**config.mk**
```make
export PLATFORM = sky130hd
export DESIGN_NAME = picture_output_reorder_queue
export DESIGN_NICKNAME = d
export VERILOG_FILES = /design/src/porq_pkg.sv /design/src/porq_slot_ram.sv /design/src/picture_output_reorder_queue.sv
export SDC_FILE = /design/constraint.sdc
export NUM_CORES = 1
export LEC_CHECK = 0
export BUFFER_PORTS_ARGS = -buffer_cell sky130_fd_sc_hd__buf_2
export CORE_ASPECT_RATIO = 1.75
export CORE_UTILIZATION = 62
export CTS_CLUSTER_SIZE = 40
export DETAILED_ROUTE_END_ITERATION = 16
export GPL_TIMING_DRIVEN = 0
export HOLD_SLACK_MARGIN = 0.15
export PLACE_DENSITY = 0.87
export SYNTH_ARGS = -nofsm -noshare
export SYNTH_HDL_FRONTEND = slang
export SYNTH_SLANG_ARGS = --single-unit
```
**constraint.sdc**
```tcl
create_clock -name clk -period 7.2 [get_ports clk]
set_clock_uncertainty 0.2 [all_clocks]
set_input_delay 0.36 -clock clk [delete_from_list [all_inputs] [get_ports clk]]
set_output_delay 0.36 -clock clk [all_outputs]
set_load 0.02 [all_outputs]
```
**src/porq_pkg.sv**
```systemverilog
// ----------------------------------------------------------------------------
// Picture output reorder queue package
// Shared constants and types for the reorder queue and its slot memory.
// ----------------------------------------------------------------------------
package porq_pkg;

    localparam int QUEUE_DEPTH_DEF = 16;  // default number of queue slots
    localparam int MAX_RESULTS     = 16;  // most frames one flush releases
    localparam int HANDLE_W        = 8;
    localparam int ORDER_W         = 32;
    localparam int OCC_W           = 5;   // reported occupancy, modulo 32
    localparam int REORDER_W       = 5;

    typedef enum logic [1:0] {
        OP_PUSH    = 2'd0,
        OP_BUMP_IF = 2'd1,
        OP_BUMP    = 2'd2,
        OP_FLUSH   = 2'd3
    } op_t;

    typedef enum logic [1:0] {
        KIND_NONE  = 2'd0,
        KIND_FRAME = 2'd1,
        KIND_FLUSH = 2'd2
    } kind_t;

    // One queue entry; the handle sits in the low bits.
    typedef struct packed {
        logic [ORDER_W-1:0]  oc;
        logic [HANDLE_W-1:0] handle;
    } slot_t;

endpackage

```
**src/porq_slot_ram.sv**
```systemverilog
// ----------------------------------------------------------------------------
// Reorder queue slot memory
// One write port and one read port with registered read data.
// ----------------------------------------------------------------------------
module porq_slot_ram #(
    parameter int DEPTH  = porq_pkg::QUEUE_DEPTH_DEF,
    parameter int ADDR_W = $clog2(DEPTH)
) (
    input  logic                clk,
    input  logic                we,
    input  logic [ADDR_W-1:0]   waddr,
    input  porq_pkg::slot_t     wdata,
    input  logic [ADDR_W-1:0]   raddr,
    output porq_pkg::slot_t     rdata
);
    import porq_pkg::*;

    slot_t mem [DEPTH];
    slot_t rdata_reg;

    always_ff @(posedge clk)
    begin
        if (we)
        begin
            mem[waddr] <= wdata;
        end
    end

    always_ff @(posedge clk)
    begin
        rdata_reg <= mem[raddr];
    end

    assign rdata = rdata_reg;

endmodule

```
**src/picture_output_reorder_queue.sv**
```systemverilog
// ----------------------------------------------------------------------------
// Picture output reorder queue
// Push/no-op items: result goes via RESP to the output; one item at a time.
// Bump: one-entry-per-cycle minimum scan, then one-entry-per-cycle compaction of
//   the entries after the smallest; the result then goes out via RESP.
// Flush: one released frame per cycle while the output is free, then compaction.
// Reset (rst_n low, asynchronous) empties the queue and clears the reorder limit.
// ----------------------------------------------------------------------------
module picture_output_reorder_queue #(
    parameter int QUEUE_DEPTH = porq_pkg::QUEUE_DEPTH_DEF
) (
    input  logic        clk,
    input  logic        rst_n,
    // Input stream.
    input  logic        s_axis_tvalid,
    output logic        s_axis_tready,
    input  logic [39:0] s_axis_tdata,   // [7:0] frame_handle, [39:8] order_count
    input  logic [1:0]  s_axis_tuser,   // [1:0] opcode
    // Result stream.
    output logic        m_axis_tvalid,
    input  logic        m_axis_tready,
    output logic [47:0] m_axis_tdata,   // [7:0] out_handle, [39:8] out_order_count,
                                        // [44:40] occupancy, [47:45] zero
    output logic [2:0]  m_axis_tuser,   // [1:0] kind, [2] push_dropped
    output logic        m_axis_tlast,   // last
    // Configuration write channel (reorder limit).
    input  logic        cfg_valid,
    output logic        cfg_ready,
    input  logic [4:0]  cfg_data
);
    import porq_pkg::*;

    // Fill level holds 0..QUEUE_DEPTH; slot addresses hold 0..QUEUE_DEPTH-1.
    localparam int FW = $clog2(QUEUE_DEPTH + 1);
    localparam int IW = $clog2(QUEUE_DEPTH);
    // Common width for comparing the fill level with 5-bit quantities.
    localparam int CW = (FW > REORDER_W) ? FW : REORDER_W;

    // Sequencer: SCAN walks the queue for the smallest order count, SHIFT
    // moves later entries down one slot per cycle, EMIT streams flushed
    // entries and RESP hands a single result to the output register.
    typedef enum logic [4:0] {
        ST_IDLE  = 5'b00001,
        ST_SCAN  = 5'b00010,
        ST_SHIFT = 5'b00100,
        ST_EMIT  = 5'b01000,
        ST_RESP  = 5'b10000
    } state_t;

    state_t               state_reg, state_next;
    op_t                  op_reg, op_next;
    logic [FW-1:0]        fill_reg, fill_next;
    logic [FW-1:0]        lim_reg, lim_next;    // fill level when the item arrived
    logic [FW-1:0]        n_reg, n_next;        // frames flushed, or 1 for a bump
    logic [FW-1:0]        idx_reg, idx_next;    // slot whose data the RAM returns
    logic [FW-1:0]        dst_reg, dst_next;    // compaction target slot
    logic [FW-1:0]        best_idx_reg, best_idx_next;
    slot_t                best_slot_reg, best_slot_next;
    kind_t                res_kind_reg, res_kind_next;
    logic                 res_drop_reg, res_drop_next;
    logic [REORDER_W-1:0] reorder_lim_reg;

    // Output register.
    logic                 out_valid_reg;
    kind_t                out_kind_reg;
    slot_t                out_slot_reg;
    logic                 out_last_reg;
    logic                 out_drop_reg;
    logic [OCC_W-1:0]     out_occ_reg;

    logic                 out_free;
    logic                 out_load;
    kind_t                ld_kind;
    slot_t                ld_slot;
    logic                 ld_last;
    logic                 ld_drop;

    // Slot memory ports.
    logic                 ram_we;
    logic [IW-1:0]        ram_waddr;
    slot_t                ram_wdata;
    logic [IW-1:0]        ram_raddr;
    slot_t                ram_rdata;

    slot_t                in_slot;
    op_t                  in_op;
    logic [FW-1:0]        idx_inc;
    logic [FW-1:0]        flush_n;
    logic [FW-1:0]        shift_src;
    logic [FW-1:0]        best_fin_idx;
    logic [FW-1:0]        best_fin_inc;
    slot_t                best_fin_slot;
    logic                 scan_take;
    logic                 bump_skip;

    porq_slot_ram #(
        .DEPTH  (QUEUE_DEPTH),
        .ADDR_W (IW)
    ) u_slot_ram (
        .clk   (clk),
        .we    (ram_we),
        .waddr (ram_waddr),
        .wdata (ram_wdata),
        .raddr (ram_raddr),
        .rdata (ram_rdata)
    );

    assign in_slot.handle = s_axis_tdata[7:0];
    assign in_slot.oc     = s_axis_tdata[39:8];
    assign in_op          = op_t'(s_axis_tuser);

    assign s_axis_tready = (state_reg == ST_IDLE);
    assign cfg_ready     = 1'b1;
    assign out_free      = !out_valid_reg || m_axis_tready;

    assign idx_inc   = idx_reg + FW'(1);
    assign shift_src = dst_reg + n_reg + FW'(1);

    // A flush releases at most MAX_RESULTS of the oldest entries.
    assign flush_n = (CW'(fill_reg) < CW'(MAX_RESULTS)) ? fill_reg : FW'(MAX_RESULTS);

    // A conditional bump does nothing while occupancy is within the limit.
    assign bump_skip = (fill_reg == '0) ||
                       ((in_op == OP_BUMP_IF) && (CW'(fill_reg) <= CW'(reorder_lim_reg)));

    // The first entry always seeds the minimum; later ones replace it only when
    // strictly smaller, so the earliest pushed entry wins a tie.
    assign scan_take     = (idx_reg == '0) ||
                           ($signed(ram_rdata.oc) < $signed(best_slot_reg.oc));
    assign best_fin_idx  = scan_take ? idx_reg : best_idx_reg;
    assign best_fin_slot = scan_take ? ram_rdata : best_slot_reg;
    assign best_fin_inc  = best_fin_idx + FW'(1);

    always_comb
    begin
        state_next     = state_reg;
        op_next        = op_reg;
        fill_next      = fill_reg;
        lim_next       = lim_reg;
        n_next         = n_reg;
        idx_next       = idx_reg;
        dst_next       = dst_reg;
        best_idx_next  = best_idx_reg;
        best_slot_next = best_slot_reg;
        res_kind_next  = res_kind_reg;
        res_drop_next  = res_drop_reg;

        ram_we    = 1'b0;
        ram_waddr = fill_reg[IW-1:0];
        ram_wdata = in_slot;
        ram_raddr = idx_reg[IW-1:0];

        out_load = 1'b0;
        ld_kind  = res_kind_reg;
        ld_slot  = (res_kind_reg == KIND_NONE) ? '0 : best_slot_reg;
        ld_last  = 1'b1;
        ld_drop  = res_drop_reg;

        unique case (state_reg)
            ST_IDLE:
            begin
                ram_raddr = '0;
                if (s_axis_tvalid)
                begin
                    op_next       = in_op;
                    idx_next      = '0;
                    lim_next      = fill_reg;
                    n_next        = FW'(1);
                    res_kind_next = KIND_NONE;
                    res_drop_next = 1'b0;
                    state_next    = ST_RESP;
                    case (in_op)
                        OP_PUSH:
                        begin
                            if (fill_reg == FW'(QUEUE_DEPTH))
                            begin
                                res_drop_next = 1'b1;
                            end
                            else
                            begin
                                ram_we    = 1'b1;
                                fill_next = fill_reg + FW'(1);
                            end
                        end
                        OP_BUMP_IF, OP_BUMP:
                        begin
                            if (!bump_skip)
                            begin
                                fill_next     = fill_reg - FW'(1);
                                res_kind_next = KIND_FRAME;
                                state_next    = ST_SCAN;
                            end
                        end
                        default:
                        begin
                            if (fill_reg != '0)
                            begin
                                n_next     = flush_n;
                                fill_next  = fill_reg - flush_n;
                                state_next = ST_EMIT;
                            end
                        end
                    endcase
                end
            end

            ST_SCAN:
            begin
                best_idx_next  = best_fin_idx;
                best_slot_next = best_fin_slot;
                if (idx_inc == lim_reg)
                begin
                    dst_next = best_fin_idx;
                    if (best_fin_inc < lim_reg)
                    begin
                        ram_raddr  = best_fin_inc[IW-1:0];
                        state_next = ST_SHIFT;
                    end
                    else
                    begin
                        state_next = ST_RESP;
                    end
                end
                else
                begin
                    idx_next  = idx_inc;
                    ram_raddr = idx_inc[IW-1:0];
                end
            end

            ST_SHIFT:
            begin
                ram_we    = 1'b1;
                ram_waddr = dst_reg[IW-1:0];
                ram_wdata = ram_rdata;
                if (shift_src < lim_reg)
                begin
                    dst_next  = dst_reg + FW'(1);
                    ram_raddr = shift_src[IW-1:0];
                end
                else if (op_reg == OP_FLUSH)
                begin
                    state_next = ST_IDLE;
                end
                else
                begin
                    state_next = ST_RESP;
                end
            end

            ST_EMIT:
            begin
                ld_kind = KIND_FLUSH;
                ld_slot = ram_rdata;
                ld_last = (idx_inc == n_reg);
                ld_drop = 1'b0;
                if (out_free)
                begin
                    out_load = 1'b1;
                    if (idx_inc == n_reg)
                    begin
                        // Entries beyond the released ones move down to slot 0.
                        if (n_reg < lim_reg)
                        begin
                            dst_next   = '0;
                            ram_raddr  = n_reg[IW-1:0];
                            state_next = ST_SHIFT;
                        end
                        else
                        begin
                            state_next = ST_IDLE;
                        end
                    end
                    else
                    begin
                        idx_next  = idx_inc;
                        ram_raddr = idx_inc[IW-1:0];
                    end
                end
            end

            ST_RESP:
            begin
                if (out_free)
                begin
                    out_load   = 1'b1;
                    state_next = ST_IDLE;
                end
            end

            default:
            begin
                state_next = ST_IDLE;
            end
        endcase
    end

    always_ff @(posedge clk or negedge rst_n)
    begin
        if (!rst_n)
        begin
            state_reg       <= ST_IDLE;
            op_reg          <= OP_PUSH;
            fill_reg        <= '0;
            lim_reg         <= '0;
            n_reg           <= '0;
            idx_reg         <= '0;
            dst_reg         <= '0;
            best_idx_reg    <= '0;
            res_kind_reg    <= KIND_NONE;
            res_drop_reg    <= 1'b0;
            reorder_lim_reg <= '0;
            out_valid_reg   <= 1'b0;
        end
        else
        begin
            state_reg    <= state_next;
            op_reg       <= op_next;
            fill_reg     <= fill_next;
            lim_reg      <= lim_next;
            n_reg        <= n_next;
            idx_reg      <= idx_next;
            dst_reg      <= dst_next;
            best_idx_reg <= best_idx_next;
            res_kind_reg <= res_kind_next;
            res_drop_reg <= res_drop_next;
            if (cfg_valid)
            begin
                reorder_lim_reg <= cfg_data;
            end
            if (out_load)
            begin
                out_valid_reg <= 1'b1;
            end
            else if (m_axis_tready)
            begin
                out_valid_reg <= 1'b0;
            end
        end
    end

    // Payload registers carry no reset.
    always_ff @(posedge clk)
    begin
        best_slot_reg <= best_slot_next;
        if (out_load)
        begin
            out_kind_reg <= ld_kind;
            out_slot_reg <= ld_slot;
            out_last_reg <= ld_last;
            out_drop_reg <= ld_drop;
            // The fill level already holds its value after this item.
            out_occ_reg  <= OCC_W'(fill_reg);
        end
    end

    assign m_axis_tvalid = out_valid_reg;
    assign m_axis_tdata  = {3'b000, out_occ_reg, out_slot_reg.oc, out_slot_reg.handle};
    assign m_axis_tuser  = {out_drop_reg, out_kind_reg};
    assign m_axis_tlast  = out_last_reg;

endmodule

```
### After elaboration in Yosys (flattened, before gate mapping)

Memories as Yosys holds them, arrays and structs flattened. A register that Yosys moved wholly into a read port is not among the register bits.
Cells that the tools add are included.

| word-level totals | value |
|---|---|
| register bits | 135 |
| input bits | 52 |
| logic and storage cells | 138 |
| memories | 1 |
| bits in writable memories | 640 |

| cells by class | value |
|---|---|
| mux-type cells | 57 |
| add/subtract/negate cells | 8 |
| magnitude comparators | 6 |
| reductions and logical operators | 23 |
| equal/unequal tests | 23 |

Memory list:

| memory | words | bits a word | rd ports | clocked after memory_dff | wr ports | RTL line | RTL |
|---|---|---|---|---|---|---|---|
| u_slot_ram.mem | 16 | 40 | 1 | 1 | 1 | porq_slot_ram.sv:18 | `slot_t mem [DEPTH];` |

Operators with widths:

| operator | number |
|---|---|
| 5-bit 2-to-1 mux | 26 |
| 40-bit 2-to-1 mux | 3 |
| 32-bit less-than comparator | 1 |
| 5-bit case mux with 3 select lines | 2 |
| 4-bit 2-to-1 mux | 7 |
| 5-bit by 1-bit adder with 5-bit output (second input constant) | 5 |
| 5-bit case mux with 5 select lines | 1 |
| 2-bit != test (second input constant) | 12 |
| 5-bit case mux with 2 select lines | 2 |
| 4-bit case mux with 4 select lines | 1 |
| 5-bit less-than comparator | 3 |
| 1-bit 2-to-1 mux | 13 |
| 6-bit AND reduction | 2 |
| 5-bit == test | 2 |
| 5-bit == test (second input constant) | 2 |
| 5-bit zero test | 2 |
| 5-bit AND reduction | 2 |
| 3-bit nonzero test | 3 |
| 5-bit adder | 1 |
| 5-bit by 1-bit == test with 1-bit output (second input constant) | 1 |
| 5-bit by 2-bit == test with 1-bit output (second input constant) | 1 |
| 5-bit by 3-bit == test with 1-bit output (second input constant) | 1 |
| 5-bit by 4-bit == test with 1-bit output (second input constant) | 1 |
| 5-bit <= comparator | 1 |
| 16 further kinds | 22 |

### Depth between registers and ports, before layout

Gate-level depths: netlist of run 1.

| depth | value |
|---|---|
| depth in word-level cells | 8 |
| mapped depth | 30 |
| gate-level depth less buffers | 26 |

### By module

From an unflattened synthesis of run 1, not the netlist that was laid out.

| unflattened totals | value |
|---|---|
| cell total of the unflattened synthesis | 1929 |
| area, all modules | 33295.7 um^2 |

By module, submodules not included:

| module | times used | seq. area each (um^2) | cells an instance | area each (um^2) |
|---|---|---|---|---|
| porq_slot_ram | 1 | 20019.2 | 1040 | 25131.6 |
| picture_output_reorder_queue | 1 | 3799.9 | 889 | 8164.1 |

### Worst setup path before layout of run 1

Ideal clock, no wire load.

| timing path | value |
|---|---|
| path kind | reg2reg |
| start point | register best_slot_reg[25] (netlist name) |
| end point | register, netlist name u_slot_ram.rdata[10] |
| buffers on the path | 5 |
| clock period less this slack | 5762 ps |
| stages on the path, launching flop included | 29 |
| path slack | 1438 ps |
| setup time | 122 ps |
| data required time | 6878 ps |
| data arrival time | 5440 ps |
| cells stage by stage | edfxtp_1 > inv_1 > ha_1 > a21o_1 > a221o_1 > a221oi_2 > and3_1 > and3_1 > or2_1 > clkbuf_1 > nor2_1 > o21ai_0 > ha_1 > xor2_1 > inv_1 > ha_1 > a21o_1 > a21o_1 > a21oi_1 > nand3_1 > or4_1 > nand3_1 > buf_4 > buf_8 > buf_6 > buf_4 > mux2i_1 > a22oi_1 > a221o_1 |

| on the way | value |
|---|---|
| longest elaborated chain between the ends | 8 |

Ends and longest elaborated chain:

| item | RTL line | RTL |
|---|---|---|
| start: declaration | picture_output_reorder_queue.sv:58 | `slot_t best_slot_reg, best_slot_next;` |
| start signal: assignment | picture_output_reorder_queue.sv:345 | `best_slot_reg <= best_slot_next;` |
| 32-bit less-than comparator * | picture_output_reorder_queue.sv:129 | `($signed(ram_rdata.oc) < $signed(best_slot_reg.oc));` |
| 1-bit logical OR * | picture_output_reorder_queue.sv:128 | `assign scan_take = (idx_reg == '0) \|\|` |
| 5-bit 2-to-1 mux * | picture_output_reorder_queue.sv:130 | `assign best_fin_idx = scan_take ? idx_reg : best_idx_reg;` |
| named net best_fin_idx[1] | picture_output_reorder_queue.sv:90 | `logic [FW-1:0] best_fin_idx;` |
| 5-bit by 1-bit adder with 5-bit output * | picture_output_reorder_queue.sv:132 | `assign best_fin_inc = best_fin_idx + FW'(1);` |
| 5-bit less-than comparator | picture_output_reorder_queue.sv:214 | `if (best_fin_inc < lim_reg)` |
| 4-bit 2-to-1 mux * | picture_output_reorder_queue.sv:214 |  |
| 4-bit 2-to-1 mux * | picture_output_reorder_queue.sv:211 | `if (idx_inc == lim_reg)` |
| 4-bit case mux with 4 select lines * | picture_output_reorder_queue.sv:159 | `unique case (state_reg)` |

The timed path passes the listed nets; every way through them passes the cells marked *.
A chain may end at the register's enable or synchronous reset.

### Worst setup path in the final report of run 1

| timing path | value |
|---|---|
| start point | register, netlist name u_slot_ram.rdata[39] |
| end point | register, netlist name u_slot_ram.rdata[12] |

| on the way | value |
|---|---|
| longest elaborated chain between the ends | 8 |

Ends and longest elaborated chain:

| item | RTL line |
|---|---|
| 32-bit less-than comparator * | picture_output_reorder_queue.sv:129 |
| 1-bit logical OR * | picture_output_reorder_queue.sv:128 |
| 5-bit 2-to-1 mux * | picture_output_reorder_queue.sv:130 |
| named net best_fin_idx[1] | picture_output_reorder_queue.sv:90 |
| 5-bit by 1-bit adder with 5-bit output * | picture_output_reorder_queue.sv:132 |
| 5-bit less-than comparator | picture_output_reorder_queue.sv:214 |
| 4-bit 2-to-1 mux * | picture_output_reorder_queue.sv:214 |
| 4-bit 2-to-1 mux * | picture_output_reorder_queue.sv:211 |
| 4-bit case mux with 4 select lines * | picture_output_reorder_queue.sv:159 |

Marks and branches as above.

==> results of run 1 <==
## synth_stat cells (all sizes together) (4+ instances only)
cell,n
a221o,42
or2,5
nor3,7
mux2,84
xor2,8
and3,9
edfxtp,729
nand4,7
nor2,54
a21o,14
or3,5
buf,89
inv,63
and2,8
nand3,56
clkbuf,49
nor4,4
a22oi,82
nand2b,8
o211ai,7
nand3b,5
nand2,360
a21oi,133
mux2i,242
ha,63
xnor2,11
nor2b,9
a211oi,4
a221oi,4
o21ai,57
o22ai,43
dfxtp,40
a31oi,8
dfrtp,44
## metrics by stage
stage                     TNS (ps)  util, %  worst slack, ps
final                            0     71.9              126
after global routing         -1220     71.9            -89.9
after CTS                        0     71.7             3.46
after detailed placement    -49340     66.9            -1340
after global placement      -48240     65.6            -1280
after floorplan                  0        -             1440
## final cells by class
type | instances | area [um^2]
inverter | 64 | 240
multi-input combinational | 1386 | 9850
buffer | 137 | 782
tap | 690 | 863
timing repair buffer | 154 | 1360
antenna | 1 | 2.50
fill | 3199 | 15300
clock buffer | 92 | 1890
clock inverter | 33 | 424
sequential | 814 | 23800
## metal layers
metal | routed length (um) | GRT usage (%) | up-vias
li1 | - | - | 9494
met1 | 30800 | 36.0 | 10963
met2 | 50000 | 61.5 | 1738
met3 | 8390 | 6.51 | 543
met4 | 8500 | 28.1 | 2
met5 | 13 | 0 | -
## worst register-to-register path: cells and delay by family (launching register included)
family | cells | cell delay (ps)
XOR/XNOR | 1 | 210
AND/OR/NAND/NOR | 8 | 1550
multiplexers | 1 | 420
buffers and inverters | 6 | 990
flip-flops | 1 | 390
adder cells (fa/ha/maj) | 3 | 1000
AO/OA/AOI/OAI | 10 | 2220
## worst max-delay path by stage
stage | start | to | slack, ps
5_1_grt | u_slot_ram.rdata[39] | u_slot_ram.rdata[12] | -90
3_3_place_gp | best_slot_reg[23] | u_slot_ram.rdata[0] | -1280
4_1_cts | best_slot_reg[23] | u_slot_ram.rdata[12] | 3
2_1_floorplan | best_slot_reg[25] | u_slot_ram.rdata[10] | 1440
6_report | u_slot_ram.rdata[39] | u_slot_ram.rdata[12] | 130
3_5_place_dp | best_slot_reg[23] | u_slot_ram.rdata[32] | -1340
## timing repair
item,in CTS,in global routing
gates resized for setup,19,22
buffers inserted,3,6
pin swaps,2,5
setup endpoints to repair,40,40
hold endpoints to repair,59,0
hold buffers,19,0
## cell families (layout without fill, tap and decap cells)
logic type	Yosys count	count (layout)
compound gates	421	421
xor+xnor	22	22
fa+ha+maj	65	65
buf+inv	202	480
flops	814	814
mux	326	326
other cells	2	5
simple gates	548	548
==> impl_metrics.json, run 1 <==
{
  "status": "finished clean",
  "fin_nets": 2742,
  "antenna_left": 0,
  "io_pins": 107,
  "synth_area_um2": 34400,
  "clock_latency_ps": 640,
  "clock-root-buffer": "clkbuf_16",
  "synth_top_family_by_area": "multiplexers",
  "numCtsBuffers": 68,
  "async_reset_ff_share_pct": 5.53,
  "grt_max_degree": 46,
  "worst_ep_required_time_ps": 7540,
  "initial_utilization_pct": 63.1,
  "cts_num_sinks": 814,
  "maxCapViolations": 0,
  "fin_area_um2": 39200,
  "avgSynthCellArea_um2": 14.3,
  "overflow": 0,
  "synthMuxAreaShare_pct": 9.79,
  "die_w_um": 180,
  "firstDrtPassIters": 6,
  "yosysTopAreaCell": "edfxtp_1",
  "hold_viol": 0,
  "drc": 0,
  "htree_levels": 3,
  "core_um2": 54600,
  "largest_register": "u_slot_ram.mem",
  "path_class": "reg2reg",
  "routed_via_density": 6.75,
  "r2r_cells": 29,
  "fmax_mhz": 141,
  "min_path_type": "in2reg",
  "reg2reg_to": "u_slot_ram.rdata[12]",
  "synth_adder_area_share_pct": 2.41,
  "worstHoldPathCells": 3,
  "synthToLayoutAreaGrowth_pct": 14.0,
  "postPlaceCellArea_um2": 36500,
  "start_kind": "register",
  "drt_wl_total_um": 97700,
  "tightest_slew_ps": 1240,
  "yosys.area_share.simple_pct": 6.89,
  "relSlewSlack_pct": 17.1,
  "gp_congestion": 0.968,
  "finalSetupViolations": 0,
  "die_h_um": 314,
  "period_needed_ps": 7070,
  "r2r_slack_ps": 130,
  "dpl.hpwl_um": 62900,
  "rows": 113,
  "vias": 22740,
  "antenna_found_initial": 1,
  "synthFlopType": "edfxtp_1",
  "finalMaxSlewViolations": 0,
  "synth-compound-area-share_pct": 8.12,
  "slowest_stage": "ha_2",
  "fin_cells": 3371,
  "min_from": "s_axis_tdata[36]",
  "cts_tree": "yes",
  "layout_common_cells": "edfxtp_1 (729), nand2_1 (359), mux2i_1 (242)",
  "critical_path.max_fanout": 10,
  "fin_crit_sh_pct": 98.2,
  "crit_cells": 29,
  "grt_first_pass_wirelength_um": 143000,
  "ys_top_cells_by_area": "edfxtp_1 (64%), mux2i_1 (7.0%), nand2_1 (3.9%)",
  "worstHoldEndpoint": "u_slot_ram.mem[11][36]",
  "yosysWarnings": 0,
  "dieArea_um2": 56500,
  "finalHoldWorstSlack_ps": 211,
  "synth_edf_count": 729,
  "dp.cells": 3218,
  "critPathTopFamily": "compound AO/OA/AOI/OAI gates",
  "wl_per_cell_um": 29.0,
  "grt_pass1_vias": 23791,
  "yosys.area.top_type_share_pct": 63.6,
  "cp_data_arrival_time_ps": 7410,
  "drtIter0Drc": 2801,
  "synth-seq-area-share_pct": 69.2,
  "largest_reg_flops": 640,
  "port_buffers": 101,
  "crit_top_cell": "a21o_1",
  "drive_above_1_share_pct": 16.9,
  "yosysUniqueCellTypes": 80,
  "path_clk_slew_ps": 80,
  "synth_xor_area_share_pct": 0.702,
  "ys_seq_elements": 814,
  "worst-path-buf-inv": 6,
  "final_common_cell": "edfxtp_1",
  "r2r-start": "u_slot_ram.rdata[39]",
  "crit_path_max_incr_delay_ps": 430,
  "postSynthCellCount": 2400,
  "cts_buffer_depth": 3,
  "endpoint_kind": "register",
  "groute.usage.overall_pct": 34.7
}
Power of run 1 is not shown: default switching activity piles up to over one toggle a cycle in this logic, so the estimate is an artifact.
==> run 2, diff against run 1 <==
- clock period: 7.2 -> 6.65 ns (I/O delays scaled with it)
==> run 2 against run 1 <==
Net effect:
- critical path depth fell by 1
- via count rose by 1.9%
- worst setup slack got worse by 62 ps
- utilization rose by 0.38 points
- sequential share of layout area decreased by 0.31 points
- hold slack got worse by 18 ps
- first-iteration DRC count increased by 7.8%
==> impl_metrics.json, run 2 (same netlist as run 1, synthesis figures left out) <==
{
  "status": "finished clean",
  "grt_max_degree": 46,
  "reg2reg_to": "u_slot_ram.rdata[18]",
  "crit_top_cell": "a21o_1",
  "endpoint_kind": "register",
  "groute.usage.overall_pct": 34.5,
  "htree_levels": 3,
  "port_buffers": 101,
  "drtIter0Drc": 3020,
  "clock_latency_ps": 640,
  "firstDrtPassIters": 8,
  "slowest_stage": "dfxtp_1",
  "finalMaxSlewViolations": 0,
  "r2r-start": "u_slot_ram.rdata[39]",
  "maxCapViolations": 0,
  "drc": 0,
  "antenna_found_initial": 0,
  "synthToLayoutAreaGrowth_pct": 14.6,
  "wl_per_cell_um": 29.7,
  "io_pins": 107,
  "tightest_slew_ps": 1370,
  "layout_common_cells": "edfxtp_1 (729), nand2_1 (358), mux2i_1 (236)",
  "numCtsBuffers": 68,
  "postPlaceCellArea_um2": 36500,
  "dieArea_um2": 56500,
  "hold_viol": 0,
  "die_h_um": 314,
  "cts_buffer_depth": 3,
  "fin_nets": 2745,
  "utilization_pct": 72.3,
  "relSlewSlack_pct": 8.34,
  "fin_crit_sh_pct": 99.0,
  "die_w_um": 180,
  "path_clk_slew_ps": 90,
  "clock-root-buffer": "clkbuf_16",
  "final_common_cell": "edfxtp_1",
  "core_um2": 54600,
  "drt_wl_total_um": 100000,
  "finalHoldWorstSlack_ps": 193,
  "start_kind": "register",
  "min_path_type": "in2reg",
  "crit_path_max_incr_delay_ps": 410,
  "endpoint": "u_slot_ram.rdata[18]",
  "grt_pass1_vias": 23811,
  "antenna_left": 0,
  "vias": 23164,
  "critical_path.max_fanout": 10,
  "largest_reg_flops": 640,
  "worst_ep_required_time_ps": 7010,
  "r2r_cells": 28,
  "rows": 113,
  "routed_via_density": 6.87,
  "grt_first_pass_wirelength_um": 143000,
  "cp_data_arrival_time_ps": 6940,
  "path_class": "reg2reg",
  "overflow": 0,
  "r2r_slack_ps": 60,
  "dp.cells": 3218,
  "cts_tree": "yes",
  "period_needed_ps": 6590,
  "fin_area_um2": 39400,
  "fmax_mhz": 152,
  "dpl.hpwl_um": 62900,
  "startpoint": "u_slot_ram.rdata[39]",
  "gp_congestion": 0.968,
  "largest_register": "u_slot_ram.mem",
  "rsz0062_at_grt": "yes",
  "finalSetupViolations": 0,
  "drive_above_1_share_pct": 17.7,
  "initial_utilization_pct": 63.1,
  "fin_cells": 3374,
  "cts_num_sinks": 814
}
-- run 2: cell count changes in the layout (fill, tap and decap cells not counted), sizes merged --
cell / delta
clkbuf: +2
buf: +1
-- run 2: timing repair --
item                                    4_1_cts  5_1_grt
buffers inserted                              5        8
pin swaps                                     6        7
hold buffers                                 19        0
endpoints found under the setup margin       40       40
endpoints found under the hold margin        59        0
gates resized for setup                      53       38
-- run 2: how the worst min path moves through the flow --
stage | start | depth (start not counted) | to | slack (ps)
2_1_floorplan | rst_n | 0 | best_idx_reg[0] | -160
3_3_place_gp | u_slot_ram.rdata[4] | 0 | best_slot_reg[4] | 240
3_5_place_dp | u_slot_ram.rdata[5] | 0 | best_slot_reg[5] | 250
4_1_cts | s_axis_tdata[4] | 3 | u_slot_ram.mem[4][4] | 170
5_1_grt | s_axis_tdata[2] | 3 | u_slot_ram.mem[14][2] | 220
6_report | s_axis_tdata[2] | 3 | u_slot_ram.mem[11][2] | 190
-- run 2: critical path, delay by kind of cell (launching register included) --
kind | cells | cell delay, ps
simple gates | 8 | 1490
buf+inv | 5 | 830
compound gates | 10 | 2110
mux | 1 | 390
xor+xnor | 1 | 140
flops | 1 | 410
fa+ha+maj | 3 | 900
-- run 2: stage by stage --
step,setup TNS [ps],worst slack (ps)
2_1_floorplan,0,888
4_1_cts,0,17.6
6_report,0,64.2
3_5_place_dp,-71340,-1890
5_1_grt,-3130,-141
3_3_place_gp,-70240,-1830
-- run 2: layer usage --
layer	up-vias	share of wire, %	GRT usage, %
met5	-	0	0
met1	11111	31	36.1
li1	9524	-	-
met2	1950	51	61.7
met4	0	8.3	26.8
met3	579	9.5	6.15
-- run 2: layout make-up --
cell class              instances  area, um^2
fillers                      3171       15100
well taps                     690         863
inverters                      64         240
clock buffers                  92        1890
plain buffers                 136         881
clock inverters                33         424
flip-flops and latches        814       23800
repair buffers                158        1400
diodes                          1        2.50
multi-input cells            1386        9910
Power of run 2 is left out for the same reason.
